$ cat src/cbcs_pkg.sv
`timescale 1ns / 1ps
`default_nettype none
// ----------------------------------------------------------------------------
// cbcs_pkg
// Types, codes and helpers shared by the boot client sequencer modules.
// ----------------------------------------------------------------------------
package cbcs_pkg;

   localparam int PAGE_BYTES  = 4096;
   localparam int PAGE_FRAMES = (PAGE_BYTES + 7) / 8;
   localparam int FRAMES_W    = $clog2(PAGE_FRAMES + 1);
   localparam int MAX_RES     = 3;
   localparam int CNT_W       = 2;

   // commands
   localparam logic [1:0] CMD_START = 2'd0;
   localparam logic [1:0] CMD_TICK  = 2'd1;
   localparam logic [1:0] CMD_FRAME = 2'd2;

   // result kinds
   localparam logic [1:0] KIND_TX      = 2'd0;
   localparam logic [1:0] KIND_WRITE   = 2'd1;
   localparam logic [1:0] KIND_PROGRAM = 2'd2;
   localparam logic [1:0] KIND_BOOT    = 2'd3;

   // register indexes
   localparam logic [2:0] CSR_UNIQUE_ID   = 3'd0;
   localparam logic [2:0] CSR_BOOT_CONFIG = 3'd1;
   localparam logic [2:0] CSR_BASE_ADDR   = 3'd2;
   localparam logic [2:0] CSR_TIMEOUT     = 3'd3;
   localparam logic [2:0] CSR_TRIES       = 3'd4;

   localparam logic [63:0] RST_UNIQUE_ID   = 64'd0;
   localparam logic [7:0]  RST_BOOT_CONFIG = 8'h01;
   localparam logic [28:0] RST_BASE_ADDR   = 29'h1F123400;
   localparam logic [15:0] RST_TIMEOUT     = 16'd50000;
   localparam logic [3:0]  RST_TRIES       = 4'd4;

   localparam logic [28:0] REQ_BIT   = 29'h80;
   localparam logic [7:0]  LAST_PAGE = 8'hFF;
   localparam logic [3:0]  MAX_TRIES = 4'hF;

   typedef struct packed {
      logic [63:0] unique_id;
      logic [7:0]  boot_config;
      logic [28:0] base_address;
      logic [15:0] reply_timeout;
      logic [3:0]  self_start_tries;
   } cfg_type;

   typedef struct packed {
      logic [1:0]  kind;
      logic [28:0] tx_id;
      logic [3:0]  tx_length;
      logic [63:0] tx_payload;
      logic [11:0] byte_offset;
      logic [7:0]  page_index;
   } res_type;

   typedef struct packed {
      logic [CNT_W-1:0]          count;
      logic [6:0]                node_id;
      res_type [MAX_RES-1:0]     res;
   } bundle_type;

   function automatic res_type make_res(input logic [1:0] kind, input logic [28:0] id,
                                        input logic [3:0] len, input logic [63:0] data,
                                        input logic [11:0] offset, input logic [7:0] page);
      res_type r;
      r.kind        = kind;
      r.tx_id       = id;
      r.tx_length   = len;
      r.tx_payload  = data;
      r.byte_offset = offset;
      r.page_index  = page;
      return r;
   endfunction

endpackage
`default_nettype wire

$ cat src/cbcs_csr.sv
`timescale 1ns / 1ps
`default_nettype none
// ----------------------------------------------------------------------------
// cbcs_csr
// Configuration registers of the boot client sequencer.
// ----------------------------------------------------------------------------
module cbcs_csr (
   input  wire logic             clock,
   input  wire logic             reset,
   input  wire logic             csr_write_enable,
   input  wire logic [2:0]       csr_index,
   input  wire logic [63:0]      csr_write_data,
   output cbcs_pkg::cfg_type     cfg
);

   cbcs_pkg::cfg_type cfg_ff;
   cbcs_pkg::cfg_type cfg_in;

   always_comb begin
      cfg_in = cfg_ff;
      if (csr_write_enable) begin
         unique case (csr_index)
            cbcs_pkg::CSR_UNIQUE_ID:   cfg_in.unique_id        = csr_write_data;
            cbcs_pkg::CSR_BOOT_CONFIG: cfg_in.boot_config      = csr_write_data[7:0];
            cbcs_pkg::CSR_BASE_ADDR:   cfg_in.base_address     = csr_write_data[28:0];
            cbcs_pkg::CSR_TIMEOUT:     cfg_in.reply_timeout    = csr_write_data[15:0];
            cbcs_pkg::CSR_TRIES:       cfg_in.self_start_tries = csr_write_data[3:0];
            default: ;
         endcase
      end
   end

   always_ff @(posedge clock) begin
      if (reset) begin
         cfg_ff.unique_id        <= cbcs_pkg::RST_UNIQUE_ID;
         cfg_ff.boot_config      <= cbcs_pkg::RST_BOOT_CONFIG;
         cfg_ff.base_address     <= cbcs_pkg::RST_BASE_ADDR;
         cfg_ff.reply_timeout    <= cbcs_pkg::RST_TIMEOUT;
         cfg_ff.self_start_tries <= cbcs_pkg::RST_TRIES;
      end else begin
         cfg_ff <= cfg_in;
      end
   end

   assign cfg = cfg_ff;

endmodule
`default_nettype wire

$ cat src/cbcs_core.sv
`timescale 1ns / 1ps
`default_nettype none
// ----------------------------------------------------------------------------
// cbcs_core
// Session state and per-item step logic; builds the result bundle of an item.
// ----------------------------------------------------------------------------
module cbcs_core (
   input  wire logic              clock,
   input  wire logic              reset,
   input  wire cbcs_pkg::cfg_type cfg,
   input  wire logic              accept,
   input  wire logic [1:0]        command,
   input  wire logic [28:0]       rx_id,
   input  wire logic [3:0]        rx_length,
   input  wire logic [63:0]       rx_payload,
   output cbcs_pkg::bundle_type   bundle
);

   typedef enum logic [1:0] {
      PH_IDLE,
      PH_AWAIT,
      PH_DOWNLOAD,
      PH_BOOTED
   } phase_type;

   phase_type                        phase_ff, phase_in;
   logic [15:0]                      tick_ff, tick_in;
   logic [3:0]                       tries_ff, tries_in;
   logic [6:0]                       id_ff, id_in;
   logic [7:0]                       page_ff, page_in;
   logic [cbcs_pkg::FRAMES_W-1:0]    frames_ff, frames_in;

   logic [28:0]                      req_addr;
   logic [16:0]                      tick_inc;
   logic [cbcs_pkg::FRAMES_W:0]      frames_inc;
   logic [31:0]                      offset_wide;
   logic                             reply_ok;
   logic                             data_ok;
   cbcs_pkg::res_type                boot_res;

   assign req_addr    = {cfg.base_address[28:7], 7'd0} | cbcs_pkg::REQ_BIT
                        | {21'd0, cfg.boot_config};
   assign tick_inc    = {1'b0, tick_ff} + 17'd1;
   assign frames_inc  = {1'b0, frames_ff} + (cbcs_pkg::FRAMES_W + 1)'(1);
   assign offset_wide = 32'(frames_ff) << 3;
   assign reply_ok    = (rx_id[28:7] == cfg.base_address[28:7]) && (rx_length == 4'd8)
                        && (rx_payload == cfg.unique_id);
   assign data_ok     = (rx_id == {cfg.base_address[28:7], id_ff}) && (rx_length == 4'd8);
   assign boot_res    = cbcs_pkg::make_res(cbcs_pkg::KIND_BOOT, 29'd0, 4'd0, 64'd0,
                                           12'd0, page_ff);

   always_comb begin
      phase_in     = phase_ff;
      tick_in      = tick_ff;
      tries_in     = tries_ff;
      id_in        = id_ff;
      page_in      = page_ff;
      frames_in    = frames_ff;
      bundle.count = '0;
      bundle.res   = '0;

      unique case (command)
         cbcs_pkg::CMD_START: begin
            phase_in     = PH_AWAIT;
            tick_in      = '0;
            tries_in     = '0;
            id_in        = '0;
            page_in      = '0;
            frames_in    = '0;
            bundle.count = 2'd1;
            bundle.res[0] = cbcs_pkg::make_res(cbcs_pkg::KIND_TX, req_addr, 4'd8,
                                               cfg.unique_id, 12'd0, 8'd0);
         end
         cbcs_pkg::CMD_TICK: begin
            if (phase_ff == PH_AWAIT || phase_ff == PH_DOWNLOAD) begin
               if (tick_inc >= {1'b0, cfg.reply_timeout}) begin
                  tick_in      = '0;
                  bundle.count = 2'd1;
                  if (phase_ff == PH_DOWNLOAD) begin
                     phase_in      = PH_BOOTED;
                     bundle.res[0] = boot_res;
                  end else begin
                     if (tries_ff != cbcs_pkg::MAX_TRIES) begin
                        tries_in = tries_ff + 4'd1;
                     end
                     if (cfg.boot_config[7] && tries_in >= cfg.self_start_tries) begin
                        phase_in      = PH_BOOTED;
                        bundle.res[0] = boot_res;
                     end else begin
                        bundle.res[0] = cbcs_pkg::make_res(cbcs_pkg::KIND_TX, req_addr,
                                                           4'd8, cfg.unique_id, 12'd0,
                                                           page_ff);
                     end
                  end
               end else begin
                  tick_in = tick_inc[15:0];
               end
            end
         end
         cbcs_pkg::CMD_FRAME: begin
            if (phase_ff == PH_AWAIT && reply_ok) begin
               id_in        = rx_id[6:0];
               tick_in      = '0;
               bundle.count = 2'd1;
               if (rx_id[6:0] != 7'd0) begin
                  phase_in      = PH_DOWNLOAD;
                  page_in       = 8'd1;
                  frames_in     = '0;
                  bundle.res[0] = cbcs_pkg::make_res(cbcs_pkg::KIND_TX, req_addr, 4'd2,
                                                     {48'd0, 8'd1, 1'b0, rx_id[6:0]},
                                                     12'd0, 8'd1);
               end else begin
                  phase_in      = PH_BOOTED;
                  bundle.res[0] = boot_res;
               end
            end else if (phase_ff == PH_DOWNLOAD && data_ok) begin
               tick_in       = '0;
               bundle.res[0] = cbcs_pkg::make_res(cbcs_pkg::KIND_WRITE, 29'd0, 4'd0,
                                                  rx_payload, offset_wide[11:0], page_ff);
               if (frames_inc >= (cbcs_pkg::FRAMES_W + 1)'(cbcs_pkg::PAGE_FRAMES)) begin
                  // page full: program it, then next page or finish
                  frames_in     = '0;
                  bundle.count  = 2'd3;
                  bundle.res[1] = cbcs_pkg::make_res(cbcs_pkg::KIND_PROGRAM, 29'd0, 4'd0,
                                                     64'd0, 12'd0, page_ff);
                  if (page_ff == cbcs_pkg::LAST_PAGE) begin
                     phase_in      = PH_BOOTED;
                     bundle.res[2] = boot_res;
                  end else begin
                     page_in       = page_ff + 8'd1;
                     bundle.res[2] = cbcs_pkg::make_res(cbcs_pkg::KIND_TX, req_addr, 4'd2,
                                                        {48'd0, page_in, 1'b0, id_ff},
                                                        12'd0, page_in);
                  end
               end else begin
                  frames_in    = frames_inc[cbcs_pkg::FRAMES_W-1:0];
                  bundle.count = 2'd1;
               end
            end
         end
         default: ;
      endcase

      bundle.node_id = id_in;
   end

   always_ff @(posedge clock) begin
      if (reset) begin
         phase_ff  <= PH_IDLE;
         tick_ff   <= '0;
         tries_ff  <= '0;
         id_ff     <= '0;
         page_ff   <= '0;
         frames_ff <= '0;
      end else if (accept) begin
         phase_ff  <= phase_in;
         tick_ff   <= tick_in;
         tries_ff  <= tries_in;
         id_ff     <= id_in;
         page_ff   <= page_in;
         frames_ff <= frames_in;
      end
   end

endmodule
`default_nettype wire

$ cat src/cbcs_rsp_buf.sv
`timescale 1ns / 1ps
`default_nettype none
// ----------------------------------------------------------------------------
// cbcs_rsp_buf
// Holds the results of one item and hands them out one per handshake.
// ----------------------------------------------------------------------------
module cbcs_rsp_buf (
   input  wire logic                 clock,
   input  wire logic                 reset,
   input  wire logic                 push,
   input  wire cbcs_pkg::bundle_type bundle,
   output logic                      push_ready,
   output logic                      rsp_valid,
   input  wire logic                 rsp_ready,
   output logic [1:0]                rsp_kind,
   output logic [28:0]               rsp_tx_id,
   output logic [3:0]                rsp_tx_length,
   output logic [63:0]               rsp_tx_payload,
   output logic [11:0]               rsp_byte_offset,
   output logic [7:0]                rsp_page_index,
   output logic [6:0]                rsp_node_id,
   output logic                      rsp_last
);

   cbcs_pkg::res_type [cbcs_pkg::MAX_RES-1:0] entries_ff;
   logic [cbcs_pkg::CNT_W-1:0]                rem_ff;
   logic [6:0]                                node_ff;
   logic                                      pop;

   assign rsp_valid  = (rem_ff != '0);
   assign pop        = rsp_valid && rsp_ready;
   // room once the last waiting result leaves
   assign push_ready = (rem_ff == '0) || (rem_ff == 2'd1 && rsp_ready);

   always_ff @(posedge clock) begin
      if (reset) begin
         rem_ff <= '0;
      end else if (push) begin
         rem_ff <= bundle.count;
      end else if (pop) begin
         rem_ff <= rem_ff - 2'd1;
      end
   end

   always_ff @(posedge clock) begin
      if (push) begin
         entries_ff <= bundle.res;
         node_ff    <= bundle.node_id;
      end else if (pop) begin
         for (int i = 0; i < cbcs_pkg::MAX_RES - 1; i++) begin
            entries_ff[i] <= entries_ff[i+1];
         end
      end
   end

   assign rsp_kind        = entries_ff[0].kind;
   assign rsp_tx_id       = entries_ff[0].tx_id;
   assign rsp_tx_length   = entries_ff[0].tx_length;
   assign rsp_tx_payload  = entries_ff[0].tx_payload;
   assign rsp_byte_offset = entries_ff[0].byte_offset;
   assign rsp_page_index  = entries_ff[0].page_index;
   assign rsp_node_id     = node_ff;
   assign rsp_last        = (rem_ff == 2'd1);

endmodule
`default_nettype wire

$ cat src/can_boot_client_sequencer.sv
`timescale 1ns / 1ps
`default_nettype none
// ----------------------------------------------------------------------------
// can_boot_client_sequencer
// Client side of a CAN boot exchange: id request, page download, boot.
// ----------------------------------------------------------------------------
// first result: valid in the cycle after its item is accepted
// throughput: 1 item per cycle while each item gives at most one result and
//   rsp_ready is high; more results hold the single buffer until all are taken
// reset: registers to their defaults, session idle, result buffer empty
module can_boot_client_sequencer (
   input  wire logic        clock,
   input  wire logic        reset,
   input  wire logic        req_valid,
   output logic             req_ready,
   input  wire logic [1:0]  req_command,
   input  wire logic [28:0] req_rx_id,
   input  wire logic [3:0]  req_rx_length,
   input  wire logic [63:0] req_rx_payload,
   output logic             rsp_valid,
   input  wire logic        rsp_ready,
   output logic [1:0]       rsp_kind,
   output logic [28:0]      rsp_tx_id,
   output logic [3:0]       rsp_tx_length,
   output logic [63:0]      rsp_tx_payload,
   output logic [11:0]      rsp_byte_offset,
   output logic [7:0]       rsp_page_index,
   output logic [6:0]       rsp_node_id,
   output logic             rsp_last,
   input  wire logic        csr_write_enable,
   input  wire logic [2:0]  csr_index,
   input  wire logic [63:0] csr_write_data
);

   cbcs_pkg::cfg_type    cfg;
   cbcs_pkg::bundle_type bundle;
   logic                 accept;

   assign accept = req_valid && req_ready;

   cbcs_csr u_csr (
      .clock            (clock),
      .reset            (reset),
      .csr_write_enable (csr_write_enable),
      .csr_index        (csr_index),
      .csr_write_data   (csr_write_data),
      .cfg              (cfg)
   );

   cbcs_core u_core (
      .clock      (clock),
      .reset      (reset),
      .cfg        (cfg),
      .accept     (accept),
      .command    (req_command),
      .rx_id      (req_rx_id),
      .rx_length  (req_rx_length),
      .rx_payload (req_rx_payload),
      .bundle     (bundle)
   );

   cbcs_rsp_buf u_rsp_buf (
      .clock           (clock),
      .reset           (reset),
      .push            (accept),
      .bundle          (bundle),
      .push_ready      (req_ready),
      .rsp_valid       (rsp_valid),
      .rsp_ready       (rsp_ready),
      .rsp_kind        (rsp_kind),
      .rsp_tx_id       (rsp_tx_id),
      .rsp_tx_length   (rsp_tx_length),
      .rsp_tx_payload  (rsp_tx_payload),
      .rsp_byte_offset (rsp_byte_offset),
      .rsp_page_index  (rsp_page_index),
      .rsp_node_id     (rsp_node_id),
      .rsp_last        (rsp_last)
   );

endmodule
`default_nettype wire

$ cat config.mk
export PLATFORM = sky130hd
export DESIGN_NAME = can_boot_client_sequencer
export DESIGN_NICKNAME = d
export VERILOG_FILES = /design/src/cbcs_pkg.sv /design/src/cbcs_csr.sv /design/src/cbcs_core.sv /design/src/cbcs_rsp_buf.sv /design/src/can_boot_client_sequencer.sv
export SDC_FILE = /design/constraint.sdc
export NUM_CORES = 1
export LEC_CHECK = 0
export ABC_CLOCK_PERIOD_IN_PS = 19000
export BUFFER_PORTS_ARGS = -buffer_cell sky130_fd_sc_hd__buf_2
export CAP_MARGIN = 25
export CORE_MARGIN = 4
export CORE_UTILIZATION = 65
export CTS_CLUSTER_DIAMETER = 50
export DETAILED_ROUTE_END_ITERATION = 16
export PLACE_DENSITY = 0.87
export SLEW_MARGIN = 20
export SYNTH_ARGS = -nofsm -noshare
export SYNTH_HDL_FRONTEND = slang
export SYNTH_HIERARCHICAL = 1
export SYNTH_SLANG_ARGS = --single-unit
$ cat constraint.sdc
create_clock -name clock -period 19 [get_ports clock]
set_input_delay 1.9 -clock clock [delete_from_list [all_inputs] [get_ports clock]]
set_output_delay 1.9 -clock clock [all_outputs]
set_load 0.1 [all_outputs]
Word-level counts from Yosys, hierarchy flattened

Cells that the tools add are included.

Logic and storage cells: 159
Output and inout port bits: 129
Flip-flop bits (word level): 534
Input bits: 171

Bitwise operators: 4
Order comparisons: 3
Multiplexer cells: 59
$add $sub $neg: 5
Eq/ne operators: 24
Reduce and logical (&&, ||, !) cells: 32

Operators with widths:

| cell                                                                                   | count |
|---|---|
| 119-bit 2-to-1 mux                                                                     | 10 |
| 238-bit 2-to-1 mux                                                                     | 3 |
| 119-bit case mux with 3 select lines                                                   | 1 |
| 64-bit == test                                                                         | 1 |
| 16-bit 2-to-1 mux                                                                      | 4 |
| 16-bit case mux with 3 select lines                                                    | 1 |
| 10-bit 2-to-1 mux                                                                      | 4 |
| 8-bit 2-to-1 mux                                                                       | 5 |
| 4-bit 2-to-1 mux                                                                       | 8 |
| 29-bit == test                                                                         | 1 |
| 29-bit by 8-bit bitwise OR with 29-bit output                                          | 1 |
| 2-bit 2-to-1 mux                                                                       | 14 |
| 22-bit == test                                                                         | 1 |
| 10-bit case mux with 2 select lines                                                    | 1 |
| 16-bit by 1-bit adder with 17-bit output (second input constant)                       | 1 |
| 17-bit by 16-bit greater-or-equal comparator with 1-bit output                         | 1 |
| 8-bit case mux with 2 select lines                                                     | 1 |
| 7-bit case mux with 2 select lines                                                     | 1 |
| 3-bit by 1-bit != test with 1-bit output (second input constant)                       | 4 |
| 2-bit case mux with 3 select lines                                                     | 2 |
| 10-bit by 1-bit adder with 11-bit output (second input constant)                       | 1 |
| 11-bit by 10-bit greater-or-equal comparator with 1-bit output (second input constant) | 1 |
| 2-bit AND reduction                                                                    | 5 |
| 1-bit logical AND                                                                      | 9 |
| 32 further kinds                                                                       | 46 |

Longest topological paths before layout

Gate-level depths: netlist (run 1).

Depth in word-level cells: 14
Depth in mapped cells: 20
Mapped depth without buffers: 18

Modules after synthesis

The synthesis (run 1) kept the hierarchy.

By module, submodules not included:

| module                    | seq. area each (µm²) | cells each | area an instance (µm²) | times used |
|---|---|---|---|---|
| cbcs_rsp_buf              | 10,970.5             | 767        | 15,627.5               | 1 |
| cbcs_core                 | 940.9                | 998        | 7,333.3                | 1 |
| cbcs_csr                  | 2,422.3              | 487        | 5,173.7                | 1 |
| can_boot_client_sequencer | 0.0                  | 1          | 6.3                    | 1 |

Least setup slack after synthesis (run 1)

OpenSTA, ideal clock, no wires.

Kind: input-to-reg
Start point: input port rsp_ready
End point: register u_rsp_buf/entries_ff[119] (netlist bit) (enable)
Data arrival time: 9.281 ns
Stages on the path: 7
Setup slack: 9.218 ns
Data required time: 18.500 ns
Buffers on the path: 3
Setup time: 0.500 ns
Cells stage by stage: nand2_1 nand2_1 and2_1 buf_6 buf_6 buf_6 or2_2

Word-level cells in the longest chain between the ends: 4
Elaborated cells between the ends (all ways): 5
Those cells by class: 5 x reduce/logical

RTL lines:

| element                       | line                            | RTL |
|---|---|---|
| start, declared               | can_boot_client_sequencer.sv:21 | `input wire logic rsp_ready,` |
| 1-bit logical AND             | cbcs_rsp_buf.sv:33              | `assign push_ready = (rem_ff == '0) \|\| (rem_ff == 2'd1 && rsp_ready);` |
| 1-bit logical OR              | cbcs_rsp_buf.sv:33              |  |
| via req_ready                 | can_boot_client_sequencer.sv:15 | `output logic req_ready,` |
| 1-bit logical AND             | can_boot_client_sequencer.sv:39 | `assign accept = req_valid && req_ready;` |
| via accept                    | can_boot_client_sequencer.sv:37 | `logic accept;` |
| 2-bit nonzero test (no line)  | --                              |  |
| end signal, assigned          | cbcs_rsp_buf.sv:47              | `entries_ff <= bundle.res;` |
| end signal, assigned by index | cbcs_rsp_buf.sv:51              | `entries_ff[i] <= entries_ff[i+1];` |
| end, declared                 | cbcs_rsp_buf.sv:25              | `cbcs_pkg::res_type [cbcs_pkg::MAX_RES-1:0] entries_ff;` |

The timed path passes the listed nets, and every way through them passes these cells.
A chain may end at the register's enable or synchronous reset.

==> results by group, run 1 <==
Run status
  • Status: finished clean

STA
  • Slew @ Worst Pin: 1054 ps
  • Relative slew margins: 29.33%
  • Setup_tns: 0 ps
  • Peak Freq: 0.1866 GHz
  • RSZ-0062 raised after global routing: no
  • Final hold vios: 0
  • Fin crit share: 28.21%
  • Worst Clk Skew: 23.83 ps
  • Tmin final: 5360 ps
  • Pins over their slew limit: 0
  • Final setup fails: 0

Die
  • Starting Density: 66.19%
  • Die Wd: 215.1 um
  • Cell Rows: 75
  • Core Box Area: 0.04213 mm2
  • Die Span Y: 215.1 um
  • I/O pins: 300
  • Die Area: 0.04628 mm2

Min path
  • Hold Path End: u_csr/cfg[17]
  • Hold Startpoint: u_csr/cfg[17]
  • Hold path depth: 2
  • Min-Delay Path Class: register to register

Worst setup path
  • Cell family contributing the most delay on the critical path: simple AND/OR/NAND/NOR gates
  • Reg2reg setup slack: 14,130 ps
  • CP peak stage delay: 540 ps
  • Startpoint types: primary input
  • Data arrival, critical path: 5700 ps
  • CP Capture Type: register
  • Max Fanout on Critical Path: 26
  • FF-to-FF Start: u_core/tick_ff[2]
  • WP data required: 19,340 ps
  • Crit path buf inv count: 3
  • R2R depth: 17
  • Crit path kind: primary input to register
  • Worst r2r dst: u_rsp_buf/rsp_tx_payload[14]
  • Most used cell, CP: nand4_1
  • Slowest cell on crit path: xnor2_1
  • Crit path cell chain: buf_2 -> xnor2_1 -> nand4_1 -> nor4_1 -> nand4_1 -> nor4_4 -> buf_4 -> nor3_1 -> nand3_1 -> inv_1 -> and2_1 -> mux2_4

Logic synthesis
  • Cells after Synth: 2,232
  • Netlist Area Pre-Place: 0.02789 mm2
  • YS warnings: 6
  • Synthesized area per cell: 12.49 um2

Clocking
  • Clk Latency, worst-skew pair: 600 ps
  • TritonCTS Buffers: 55
  • H-tree level count: 2
  • Post-CTS setup buffer count: 0
  • CTS clk-pin slew, worst paths: 70 ps
  • Clock Path Buffers: 3
  • CTS tree: built
  • Clock sinks: 527
  • CTS root buf: clkbuf_16
  • Cts repair resizes: 0
  • Post-CTS Hold Fix Bufs: 0

Cells and area
  • Area Overhead vs Synth: 7.390%
  • Final Util: 71.08%
  • Layout cells sized above 1: 27.57%
  • Multi-input logic area: 0.01120 mm2
  • Fillers: 2,755
  • FF/Latch Area: 0.01419 mm2
  • Nets@finish: 2,588

Placement
  • GP Congestion: 0.9337
  • # port buffers: 299
  • Detailed Place HPWL: 45,190 um

Route
  • DR pass1 iterations: 6
  • Drt first-iter violations: 1,877
  • DR vias: 17,060
  • Via/cell ratio: 5.710
  • Avg WL per Cell: 21.96 um
  • Drt drc: 0
  • Drt total wl: 65,580 um
  • Routed Antenna Nets: 0

GRT
  • First-pass GRT wire length: 98,300 um
  • GR Overflow Total: 0
  • GRT Total Usage: 27.14%
  • Initial antenna violation count: 24
  • Pin count of the biggest net entering global routing: 149
  • Vias in the first global route: 16,990

Power
  • P per Cell Area: 108.3 mW/mm2
  • Worst VDD drop: 0.08115 mV
  • Leak: 12.36 nW

Job
  • Total of max-cap violations: 0
==> worst max path at each step <==
stage	startpoint	endpoint	cells past startpoint
after floorplan	rsp_ready	u_rsp_buf/entries_ff[119]	7
after global placement	rsp_ready	u_rsp_buf/rsp_tx_payload[22]	8
after detailed placement	rsp_ready	u_rsp_buf/rsp_tx_payload[19]	8
after CTS	rsp_ready	u_rsp_buf/rsp_tx_payload[19]	8
after global routing	rsp_ready	u_rsp_buf/rsp_tx_payload[23]	9
final	req_rx_payload[59]	u_rsp_buf/entries_ff[125]	12
==> registers in the layout, indices dropped and copies added (netlist names) <==
signal                     flops
u_core/page_ff                 8
u_core/phase_ff                2
u_rsp_buf/rsp_tx_id           29
u_rsp_buf/rsp_tx_payload      64
u_csr/cfg                    114
u_rsp_buf/rsp_kind             2
u_rsp_buf/rsp_node_id          7
u_rsp_buf/rsp_tx_length        4
u_core/tries_ff                4
u_rsp_buf/entries_ff         238
u_core/tick_ff                16
u_rsp_buf/rsp_byte_offset     12
u_rsp_buf/rsp_page_index       8
u_core/id_ff                   7
u_rsp_buf/rem_ff               2
u_core/frames_ff              10
==> worst reg2reg max path: stages (launching register included) <==
cell,delay (ps)
dfxtp_1,410
nand3_1,200
nor2_1,330
and3_1,220
and3_1,190
and2_1,180
nand2_1,80
xor2_1,190
inv_1,70
ha_1,280
nand3_1,110
nor4_1,310
a21oi_1,200
a21bo_2,300
o22ai_4,410
buf_4,660
a22o_1,420
mux2_2,200
==> metrics by stage <==
stage | cells | total power [mW] | cell area, um2 | hold slack (ps) | setup WS, ps
CTS | 2966 | 3.249 | 29840 | 484.5 | 13550
global placement | 2860 | 2.147 | 27930 | 461.9 | 13010
detailed placement | 2863 | 2.167 | 28000 | 469.7 | 12930
global route | 2986 | 3.336 | 29950 | 499.4 | 13550
floorplan | 2410 | 2.125 | 28550 | 448.5 | 9218
finish | 2987 | 3.242 | 29950 | 483.8 | 13640
==> routing by layer <==
layer / vias up / GRT usage [%] / part of all wire (%)
met3: 190 / 5.480 / 7.8
met1: 8297 / 35.39 / 40
li1: 7783 / - / -
met2: 771 / 43.80 / 47
met5: - / 0 / 0.13
met4: 14 / 12.99 / 5.1
==> report_power, final <==
part	internal [mW]	switching, mW	leakage [nW]
logic	0.190	0.535	6.56
clock network	0.630	0.459	0.888
registers	1.38	0.0441	4.92
==> cell type report <==
cell class / instances / share of cell area (%)
Multi-Input combinational cell: 1418 / 37.39
Clock inverter: 33 / 1.019
Clock buffer: 70 / 5.126
Timing Repair Buffer: 321 / 5.903
Antenna cell: 18 / 0.1504
Sequential cell: 527 / 47.39
Tap cell: 539 / 2.252
Inverter: 61 / 0.7646
==> cell usage in the layout, fill, tap and decap left out, types with 9 or more instances in the layout <==
cell type / n
and3_1: 15
o21ai_0: 18
nor2_1: 91
nor2b_1: 17
conb_1: 179
mux2_4: 188
nor3_1: 11
xnor2_1: 56
dfxtp_1: 163
nand2_1: 52
edfxtp_1: 364
and2_1: 92
nand2b_1: 178
buf_4: 16
inv_1: 60
nor4_1: 16
buf_2: 298
ha_1: 33
diode_2: 18
clkinv_1: 9
a22o_1: 75
nand4_1: 17
xor2_1: 35
nand3_1: 33
a21oi_1: 36
clkbuf_16: 57
mux2_2: 54
mux2i_1: 116
Note: power is estimated with default switching activity, not from simulation.
==> inputs of run 2 (changes only) <==
--- a/config.mk
+++ b/config.mk
@@ -5,14 +5,14 @@
 export SDC_FILE = /design/constraint.sdc
 export NUM_CORES = 1
 export LEC_CHECK = 0
-export ABC_CLOCK_PERIOD_IN_PS = 19000
+export ABC_CLOCK_PERIOD_IN_PS = 5100
 export BUFFER_PORTS_ARGS = -buffer_cell sky130_fd_sc_hd__buf_2
 export CAP_MARGIN = 25
 export CORE_MARGIN = 4
-export CORE_UTILIZATION = 65
+export CORE_UTILIZATION = 61
 export CTS_CLUSTER_DIAMETER = 50
 export DETAILED_ROUTE_END_ITERATION = 16
-export PLACE_DENSITY = 0.87
+export PLACE_DENSITY = 0.82
 export SLEW_MARGIN = 20
 export SYNTH_ARGS = -nofsm -noshare
 export SYNTH_HDL_FRONTEND = slang
==> constraint.sdc (replaced) <==
create_clock -name clock -period 5.1 [get_ports clock]
set_input_delay 0.51 -clock clock [delete_from_list [all_inputs] [get_ports clock]]
set_output_delay 0.51 -clock clock [all_outputs]
set_load 0.1 [all_outputs]
==> results by group, run 2 (synthesized netlist as in run 1, its figures left out) <==
Run status
  • Status: finished clean

GRT
  • Met2 Use GR: 41.31%
  • Initial antenna violation count: 16
  • Vias in the first global route: 16,780
  • Gr busiest metal: met2
  • GRT Total Usage: 25.78%
  • First-pass GRT wire length: 98,860 um
  • Grt met3 use: 4.991%
  • GR Overflow Total: 0
  • Met1 global-route usage: 34.60%
  • Pin count of the biggest net entering global routing: 138

Power
  • Clk pwr share: 33.4%
  • Comb power frac: 22.4%
  • Leak: 12.36 nW
  • Sequential power share: 44.2%
  • Worst VDD drop: 0.3282 mV
  • Internal Pwr Total: 8.209 mW
  • P per Cell Area: 402.2 mW/mm2
  • Power, Total: 12.06 mW
  • Sw frac: 31.93%
  • NetSw: 3.851 mW

Route
  • Drt drc: 0
  • Via/cell ratio: 5.576
  • DR vias: 16,990
  • Routed Antenna Nets: 0
  • Drt first-iter violations: 1,932
  • Drt total wl: 66,510 um
  • Avg WL per Cell: 21.83 um
  • DR pass1 iterations: 7

Die
  • Cell Rows: 78
  • Die Span Y: 221.8 um
  • Starting Density: 61.58%
  • Die Area: 0.04920 mm2
  • Core Box Area: 0.04528 mm2
  • I/O pins: 300
  • Die Wd: 221.8 um

Worst setup path
  • FF-to-FF Start: u_core/tick_ff[2]
  • Crit path kind: register to register
  • CP Capture Type: register
  • WP data required: 5460 ps
  • Max Fanout on Critical Path: 57
  • Startpoint types: register
  • Data arrival, critical path: 5080 ps
  • Crit. Startpoint: u_core/tick_ff[2]

Clocking
  • Clock Path Buffers: 3
  • H-tree level count: 2
  • Cts repair resizes: 0
  • CTS root buf: clkbuf_16
  • Post-CTS Hold Fix Bufs: 0
  • TritonCTS Buffers: 55
  • Post-CTS setup buffer count: 0
  • CTS tree: built
  • CTS clk-pin slew, worst paths: 60 ps
  • Clock sinks: 527
  • Clk Latency, worst-skew pair: 620 ps

STA
  • Peak Freq: 0.2116 GHz
  • Pins over their slew limit: 0
  • Tmin final: 4725 ps
  • RSZ-0062 raised after global routing: no
  • Final hold vios: 0
  • Relative slew margins: 28.32%
  • Setup_tns: 0 ps
  • Final setup fails: 0
  • Slew @ Worst Pin: 1075 ps
  • Fin crit share: 92.65%
  • Worst Clk Skew: 25.53 ps

Cells and area
  • Fillers: 3,318
  • Top register by number of flip-flops: u_rsp_buf/entries_ff
  • Nets@finish: 2,591
  • Layout cells sized above 1: 27.47%
  • Most common cell after layout, fill and taps aside: edfxtp_1
  • Most frequent cells in the layout: edfxtp_1 (364), buf_2 (299), mux2_4 (188)
  • Largest register FFs: 238
  • Area Overhead vs Synth: 7.520%

Min path
  • Hold Startpoint: csr_write_data[34]
  • Min-Delay Path Class: primary input to register

Placement
  • GP Congestion: 0.9438
  • # port buffers: 299
  • Detailed Place HPWL: 46,460 um

Job
  • Total of max-cap violations: 0
==> run 2: worst paths after layout <==
check / cells past startpoint / end / slack [ps]
max reg2reg: 17 / u_rsp_buf/rsp_tx_payload[27] / 380
max: 17 / u_rsp_buf/rsp_tx_payload[27] / 380
min: 3 / u_csr/cfg[91] / 170
min reg2reg: 2 / u_csr/cfg[6] / 480
==> run 2: cell type report <==
cell class,instances,area (um2),area share (%)
Clock buffer,80,1573,5.245
Tap cell,600,750.7,2.504
Multi-Input combinational cell,1418,11230,37.44
Timing Repair Buffer,324,1738,5.796
Inverter,61,229.0,0.7636
Clock inverter,22,239.0,0.7970
Sequential cell,527,14190,47.34
Antenna cell,14,35.03,0.1168
==> run 2: stage by stage <==
step	cells	cell area, um2	utilization (%)	setup WS, ps	hold WS, ps
CTS	3031	29940	66.13	447.4	140.0
floorplan	2410	28590	-	12.26	448.5
finish	3046	29980	66.21	375.1	168.7
detailed placement	2929	28130	62.12	487.5	467.0
global placement	2929	28130	62.12	576.9	463.0
global route	3043	29980	66.20	106.5	164.5
==> run 2: power groups by stage <==
stage               combinational [mW]  sequential (mW)  clock [mW]
finish                            2.70             5.33        4.03
global route                      2.78             5.36        4.26
CTS                               2.69             5.33        4.08
detailed placement                2.68             5.42           0
global placement                  2.64             5.40           0
floorplan                         2.52             5.38           0
==> run 2: metal layers <==
metal,vias to the layer above,part of all wire [%]
met2,700,47
met1,8331,42
li1,7789,-
met3,160,7.0
met5,-,0.069
met4,6,4.1
==> run 2: critical path, cell delays in order (launching register included) <==
cell and delay [ps]:
dfxtp_1 420, nand3_1 190, nor2_1 350, and3_1 230
and3_1 190, and2_1 190, nand2_1 80, xor2_1 180
inv_1 60, ha_1 280, nor2b_1 140, a311o_1 320
a21oi_1 320, a21bo_2 300, o22ai_4 140, buf_4 360
a22o_1 360, mux2_4 260
